==> src/hw/rtl/sccp_pkg.sv <==
// ----------------------------------------------------------------------------
// sccp_pkg
// Shared widths, palette tables and the quarter-wave cosine table for the
// speed-to-cosine-palette color core.
// ----------------------------------------------------------------------------
package sccp_pkg;

    // table depth and output color width
    localparam int COS_TABLE_DEPTH = 256;
    localparam int COLOR_BITS      = 8;

    // field and datapath widths
    localparam int VEL_W   = 16;
    localparam int SPD_W   = 16;
    localparam int SQ_W    = 32;
    localparam int T_W     = 17;
    localparam int FRAC_W  = 15;
    localparam int COS_W   = 16;
    localparam int LVL_W   = 17;
    localparam int IDX_W   = $clog2(COS_TABLE_DEPTH + 1);
    localparam int NUM_CH  = 3;

    // pipeline stage counts per unit
    localparam int SPD_STAGES = 2;
    localparam int DIV_STAGES = T_W;
    localparam int CLR_STAGES = 3;
    localparam int NUM_STAGES = SPD_STAGES + DIV_STAGES + CLR_STAGES;

    // fixed values
    localparam logic [SPD_W-1:0] TOP_SPEED_RST = SPD_W'(256);
    localparam logic [T_W-1:0]   T_ONE         = T_W'(65536);
    localparam logic [LVL_W-1:0] LVL_HALF      = LVL_W'(32768);
    localparam logic [COLOR_BITS-1:0] CMAX     = {COLOR_BITS{1'b1}};

    // configuration register indexes
    localparam int CFG_IDX_W = 1;
    typedef enum logic [CFG_IDX_W-1:0] {
        CFG_TOP_SPEED = 1'b0,
        CFG_PALETTE   = 1'b1
    } t_cfg_idx;

    // palette presets
    typedef enum logic [1:0] {
        PRESET_MONO     = 2'd0,
        PRESET_CHROMA   = 2'd1,
        PRESET_RED_BLUE = 2'd2,
        PRESET_PINK     = 2'd3
    } t_preset;

    typedef logic [T_W-1:0] t_phase_row [0:NUM_CH-1];
    typedef t_phase_row     t_phase_tab [0:3];
    typedef logic [NUM_CH-1:0] t_amp_tab [0:3];

    // channel phase, modulo 2*pi in units of pi/65536 (red, green, blue)
    localparam t_phase_tab PHASE_TAB = '{
        '{T_W'(0),     T_W'(0),     T_W'(0)},
        '{T_W'(65536), T_W'(32768), T_W'(0)},
        '{T_W'(65536), T_W'(98304), T_W'(0)},
        '{T_W'(32768), T_W'(65536), T_W'(124518)}
    };

    // negative amplitude per channel, bit 0 is red
    localparam t_amp_tab AMP_NEG = '{3'b111, 3'b000, 3'b000, 3'b100};

    // quarter-wave cosine table, Q1.15
    typedef logic [COS_W-1:0] t_cos_tab [0:COS_TABLE_DEPTH];
    typedef longint unsigned  t_div_tab [1:10];

    localparam longint unsigned HALF_PI_Q30 = 64'd1686629713;
    localparam t_div_tab TAYLOR_DIV = '{64'd2, 64'd12, 64'd30, 64'd56, 64'd90,
                                        64'd132, 64'd182, 64'd240, 64'd306, 64'd380};

    // taylor series evaluated at elaboration
    function automatic t_cos_tab build_cos_tab();
        t_cos_tab        tab;
        longint unsigned theta;
        longint unsigned x2;
        longint unsigned term;
        longint          sum;
        for (int k = 0; k <= COS_TABLE_DEPTH; k++) begin
            theta = (HALF_PI_Q30 * longint'(k)) / COS_TABLE_DEPTH;
            x2    = (theta * theta) >> 30;
            term  = 64'd1 << 30;
            sum   = longint'(term);
            for (int n = 1; n <= 10; n++) begin
                term = ((term * x2) >> 30) / TAYLOR_DIV[n];
                if (n % 2 == 1) begin
                    sum = sum - longint'(term);
                end else begin
                    sum = sum + longint'(term);
                end
            end
            if (sum < 0) begin
                sum = 0;
            end
            sum = (sum + 16384) >>> 15;
            if (sum > 32768) begin
                sum = 32768;
            end
            tab[k] = COS_W'(sum);
        end
        return tab;
    endfunction

    localparam t_cos_tab COS_TAB = build_cos_tab();

endpackage

==> src/hw/rtl/sccp_speed.sv <==
// ----------------------------------------------------------------------------
// sccp_speed
// Squares the velocity components and the max speed, sums the squares and
// flags words whose squared-speed ratio reaches 2.0 (or whose max speed is zero).
// ----------------------------------------------------------------------------
module sccp_speed
    import sccp_pkg::*;
(
    input  logic                    i_clk,
    input  logic [SPD_STAGES-1:0]   i_en,
    input  logic signed [VEL_W-1:0] i_vel_x,
    input  logic signed [VEL_W-1:0] i_vel_y,
    input  logic [SPD_W-1:0]        i_top_speed,
    output logic [SQ_W-1:0]         o_rem,
    output logic [SQ_W-1:0]         o_dvs,
    output logic                    o_sat
);

    logic signed [SQ_W-1:0] n_vx2;
    logic signed [SQ_W-1:0] n_vy2;
    logic [SQ_W-1:0]        n_msq;
    logic [SQ_W-1:0]        r_vx2;
    logic [SQ_W-1:0]        r_vy2;
    logic [SQ_W-1:0]        r_msq;
    logic [SQ_W-1:0]        n_sum;
    logic                   n_sat;
    logic [SQ_W-1:0]        r_rem;
    logic [SQ_W-1:0]        r_dvs;
    logic                   r_sat;

    // stage 0: squares
    assign n_vx2 = i_vel_x * i_vel_x;
    assign n_vy2 = i_vel_y * i_vel_y;
    assign n_msq = SQ_W'(i_top_speed) * SQ_W'(i_top_speed);

    always_ff @(posedge i_clk) begin
        if (i_en[0]) begin
            r_vx2 <= n_vx2;
            r_vy2 <= n_vy2;
            r_msq <= n_msq;
        end
    end

    // stage 1: squared speed and saturation check (quotient >= 2 or max is zero)
    assign n_sum = SQ_W'(r_vx2 + r_vy2);
    assign n_sat = ({1'b0, n_sum} >= {r_msq, 1'b0}) || (r_msq == '0);

    always_ff @(posedge i_clk) begin
        if (i_en[1]) begin
            r_rem <= n_sum;
            r_dvs <= r_msq;
            r_sat <= n_sat;
        end
    end

    assign o_rem = r_rem;
    assign o_dvs = r_dvs;
    assign o_sat = r_sat;

endmodule

==> config.mk <==
export PLATFORM = sky130hd
export DESIGN_NAME = sccp_speed
export DESIGN_NICKNAME = d
export VERILOG_FILES = /design/src/hw/rtl/sccp_pkg.sv /design/src/hw/rtl/sccp_speed.sv
export SDC_FILE = /design/constraint.sdc
export NUM_CORES = 2
export LEC_CHECK = 0
export BUFFER_PORTS_ARGS = -buffer_cell sky130_fd_sc_hd__buf_2
export CORE_MARGIN = 1
export CORE_UTILIZATION = 34
export CTS_CLUSTER_DIAMETER = 40
export CTS_CLUSTER_SIZE = 30
export DETAILED_ROUTE_END_ITERATION = 8
export PLACE_DENSITY = 0.48
export RECOVER_POWER = 100
export SETUP_SLACK_MARGIN = 0.15
export SLEW_MARGIN = 5
export SYNTH_ARGS = -nofsm -noshare
export SYNTH_HDL_FRONTEND = slang
export SYNTH_SLANG_ARGS = --single-unit
==> constraint.sdc <==
create_clock -name i_clk -period 6.1 [get_ports i_clk]
set_input_delay 0.305 -clock i_clk [delete_from_list [all_inputs] [get_ports i_clk]]
set_output_delay 0.305 -clock i_clk [all_outputs]
set_load 0.05 [all_outputs]
Word level (Yosys, flattened, before mapping)
Index checks and enable logic that the tools add are counted.
{"block": "totals", "ff_bits": 161, "output_inout_bits": 65, "wordCells": 13}
{"block": "classes", "addsub": 1, "n_mul": 3, "n_lt_le_gt_ge": 1, "reduce_logical": 2}
{"op": "$mul 16x16->32", "n": 3}
{"op": "$ge 32x33->1", "n": 1}
{"op": "$add 32x32->32", "n": 1}
{"op": "$logic_not 32->1", "n": 1}
{"op": "$logic_or 1x1->1", "n": 1}

Longest topological paths before layout
{"block": "logic_depth", "ltp_word": 3, "mapped_depth": 25, "mapped_depth_nobuf": 24}

Least setup slack after synthesis
No wires, ideal clock.
{"block": "synth_path", "kind": "input -> register", "startpoint": "input port i_vel_y[15]", "endpoint": "register r_vy2[31] (data pin)", "setup_ps": 258, "arrival_ps": 6142, "path_slack_ps": -300, "cell_stages": 22, "cell_sequence": "clkbuf_1 > inv_1 > buf_1 > nor2_1 > fa_1 > fa_1 > fa_1 > fa_1 > fa_1 > inv_1 > fa_1 > inv_1 > ha_1 > a21o_1 > a21o_1 > a21oi_1 > nor2b_1 > a2111oi_0 > nor3_1 > nand4_1 > nand2_1 > xnor2_1"}
{"block": "synth_via", "elab_chain_cells": 1}
{"item": "start: declaration", "line_no": "sccp_speed.sv:12", "source": "input logic signed [VEL_W-1:0] i_vel_y,"}
{"item": "$mul 16x16->32", "line_no": "sccp_speed.sv:33", "source": "assign n_vy2 = i_vel_y * i_vel_y;"}
{"item": "via n_vy2[31]", "line_no": "sccp_speed.sv:20", "source": "logic signed [SQ_W-1:0] n_vy2;"}
{"item": "end signal: assignment", "line_no": "sccp_speed.sv:39", "source": "r_vy2 <= n_vy2;"}
{"item": "end: declaration", "line_no": "sccp_speed.sv:23", "source": "logic [SQ_W-1:0] r_vy2;"}
The timed path passes the listed nets, and every way through them passes these cells.
A chain may end at the register's enable or synchronous reset.

Worst setup path in the final report
{"block": "layout_path", "startpoint": "input port i_top_speed[0]", "endpoint": "register r_msq[30] (data pin)"}
{"block": "layout_via", "elab_chain_cells": 1}
{"item": "start: declaration", "line_no": "sccp_speed.sv:13", "source": "input logic [SPD_W-1:0] i_top_speed,"}
{"item": "$mul 16x16->32", "line_no": "sccp_speed.sv:34", "source": "assign n_msq = SQ_W'(i_top_speed) * SQ_W'(i_top_speed);"}
{"item": "via n_msq[30]", "line_no": "sccp_speed.sv:21", "source": "logic [SQ_W-1:0] n_msq;"}
{"item": "end signal: assignment", "line_no": "sccp_speed.sv:40", "source": "r_msq <= n_msq;"}
{"item": "end: declaration", "line_no": "sccp_speed.sv:24", "source": "logic [SQ_W-1:0] r_msq;"}
The timed path passes the listed nets, and every way through them passes these cells.

==> flow_summary_export.csv <==
group,metric,value,unit
grt,grt.total_usage,17.0,%
place,dp.cells,4803,
timing,setup_viol,0,
setup_path,crit_buf_inv,5,
place,placed_area,36100,um^2
timing,slew_viol_final,161,
synthesis,syn_area_per_cell,9.94,um^2
setup_path,r2r_end,"o_sat$_DFFE_PP_",
clock_network,clkTransAtPathRegs,0.07,ns
timing,period_share,93.7,%
grt,grt_pass1_vias,23998,
outcome,status,"complete, but fails checks",
setup_path,critical_path.max_fanout,7,
route,vias,21640,
floorplanning,die_x,307,um
setup_path,cp_cell_sequence,"clkbuf_1 > and2_0 > inv_1 > fa_1 > fa_1 > inv_1 > fa_1 > fa_1 > fa_1 > inv_1 > fa_1 > inv_1 > ha_1 > a2111oi_4 > o21ai_1 > o21a_1 > a221o_1 > a31oi_4 > o211a_1 > o21bai_1 > a21oi_2 > xnor2_1",
synthesis,synthesis.area,31600,um^2
place,gp_congestion,0.848,
synthesis,ys_ff_latch,157,
clock_network,postCtsSetupBuffers,0,
clock_network,clock_sinks,157,
synthesis,ys_async_sr_fraction,0,%
min_path,hold_class,"input port to flop",
final_layout,fin_area,36600,um^2
setup_path,r2r_cells,17,
grt,grt_pass1_wl,125,mm
floorplanning,rows,111,
setup_path,crit_top_cell,"fa_1",
floorplanning,die_area,94200,um^2
final_layout,multi_input_area,23300,um^2
route,drtIter0Drc,797,
flow_run,drv_cap,3,
place,dp_hpwl,67.8,mm
final_layout,fill_cells,9254,
timing,clock-skew-final,0.0172,ns
setup_path,cp.arrival,5.90,ns
floorplanning,core,91800,um^2
route,ant_nets,0,
setup_path,crit_family,"adder cells",
route,drtPass1Iterations,5,
synthesis,synthFlopType,"edfxtp_1",
clock_network,numCtsBuffers,17,
min_path,min_to,"r_msq[0]$_DFFE_PP_",
floorplanning,initial_core_util,34.4,%
min_path,holdPathStages,1,
outcome,failed_checks,"max-capacitance violations, max-slew violations",
final_layout,diodes,0,
synthesis,yosysWarningCount,0,
final_layout,post-route-util,39.8,%
route,wire_per_inst,15.7,um
timing,max_freq,175,MHz
synthesis,syn-num-nets,4206,
setup_path,rr_startpoint,"r_vy2[12]$_DFFE_PP_",
grt,grt_max_degree,67,
final_layout,stdcell_count,4835,
setup_path,start_kind,"input port",
timing,fin_crit,5.71,ns
clock_network,cts_tree,"yes",
setup_path,max_stage_delay,0.51,ns
final_layout,final_common_cell,"inv_1",
clock_network,insertion_delay,0.44,ns
setup_path,crit_type,"input port to flop",
final_layout,seq_area,4710,um^2
route,drc,0,
setup_path,slowest_stage,"fa_1",
synthesis,seq_area_frac_synth,14.9,%
timing,rsz0062_at_grt,"true",
min_path,holdCritStartpoint,"i_top_speed[0]",
final_layout,nets,4607,
route,drt-total-wl,75.7,mm
clock_network,h-tree-depth,4,
grt,grt.overflow.total,0,
route,vias_per_cell,4.48,
synthesis,synthCells,3178,
final_layout,final_cell_mix,"inv_1, fa_1, ha_1",
setup_path,required,6.29,ns
final_layout,area_growth_syn_to_layout,15.7,%
final_layout,drive_gt1_share,12.5,%
setup_path,reg2reg_slack,1.42,ns
grt,antenna_found_initial,3,
timing,worstMarginPinSlew,3.80,ns
synthesis,yosysUniqueCellTypes,73,
place,io_buffers,114,
floorplanning,chipHeight,307,um
timing,hold_viol,0,
floorplanning,io_pins,116,
synthesis,synth_edf_count,157,
setup_path,worst_setup_path_end_kind,"flop",
clock_network,clk_root_buffer_cell,"clkbuf_16",
timing,slew_headroom,-153,%
clock_network,cts_max_path_buffers,2,
==> area by class of cell <==
type	count	area share (%)
well taps	1243	4.25
clock buffers	18	1.17
multi-input cells	2067	63.8
flip-flops and latches	157	12.9
clock inverters	14	0.342
repair buffers	443	8.37
inverters	893	9.18
==> cell families after synthesis <==
group                      synth area share [%]
other                                    0.0119
DFF                                        14.9
AOI/OAI and AO/OA                          6.52
and+or+nand+nor                            9.31
buffers and inverters                      11.4
muxes                                    0.0990
xor gates and xnor gates                   4.10
adders and majority gates                  53.7
==> layer usage <==
layer	part of all wire (%)	global-route usage, %	vias up
met5	0.024	0	-
met4	1.2	2.67	4
met3	2.8	1.83	51
met2	48	29.2	253
met1	48	23.5	10868
li1	-	-	10464
==> flip-flops by register name, summed over array words and instances, names as in the netlist <==
name,flops
o_dvs,31
r_msq,31
r_vy2,31
o_sat,1
r_vx2,31
o_rem,32
==> how the worst max path moves through the flow <==
stage                               from                   to  slack (ns)  depth (start not counted)
final                     i_top_speed[0]  r_msq[30]$_DFFE_PP_        0.39                         22
after floorplan              i_vel_y[15]  r_vy2[31]$_DFFE_PP_        0.15                         21
after CTS                     i_vel_y[3]  r_vy2[31]$_DFFE_PP_        0.19                         24
after detailed placement      i_vel_y[3]  r_vy2[31]$_DFFE_PP_       -0.25                         24
after global placement        i_vel_y[3]  r_vy2[31]$_DFFE_PP_       -0.31                         24
after global routing      i_top_speed[0]  r_msq[31]$_DFFE_PP_        0.07                         24
==> synth_stat cells (3+ instances only) <==
cell | instances | share of area (%)
a21oi_2 | 8 | 0.22
o211ai_1 | 8 | 0.19
o21ai_0 | 45 | 0.71
nor3_1 | 17 | 0.27
o21a_1 | 14 | 0.33
nor4_1 | 7 | 0.14
nor2_1 | 146 | 1.7
and3_1 | 11 | 0.22
nand4_1 | 14 | 0.28
o21ai_1 | 6 | 0.095
or2_2 | 12 | 0.24
or3_1 | 5 | 0.099
a211oi_1 | 10 | 0.24
and2_1 | 103 | 2.0
fa_1 | 631 | 40
ha_1 | 346 | 14
a31oi_1 | 5 | 0.099
edfxtp_1 | 157 | 15
nor2b_1 | 18 | 0.36
nand2b_1 | 17 | 0.34
a21o_1 | 50 | 1.2
xnor2_1 | 114 | 3.2
nand2_1 | 246 | 2.9
o21bai_1 | 15 | 0.36
o31ai_1 | 3 | 0.071
clkbuf_1 | 57 | 0.68
a21oi_1 | 93 | 1.5
a2111oi_0 | 3 | 0.083
xor2_1 | 34 | 0.94
o221ai_1 | 3 | 0.083
inv_1 | 891 | 11
a31o_2 | 9 | 0.25
nand3_1 | 29 | 0.46
==> what timing repair did <==
action                     in CTS  in global routing
setup endpoints to repair       0                 12
resized for setup               0                 18
hold buffers                    0                  0
==> metrics by stage <==
| stage | worst slack, ns | hold WS, ns | TNS (ns) |
|---|---|---|---|
| floorplan | 0.153 | 0.404 | 0 |
| global placement | -0.305 | 0.468 | -0.698 |
| detailed placement | -0.254 | 0.490 | -0.945 |
| CTS | 0.192 | 0.236 | 0 |
| global route | 0.0735 | 0.385 | 0 |
| finish | 0.387 | 0.371 | 0 |
Power is left out: the tool's default activity adds up to more than one toggle a clock period on the data nets, which glitch-free logic cannot reach.
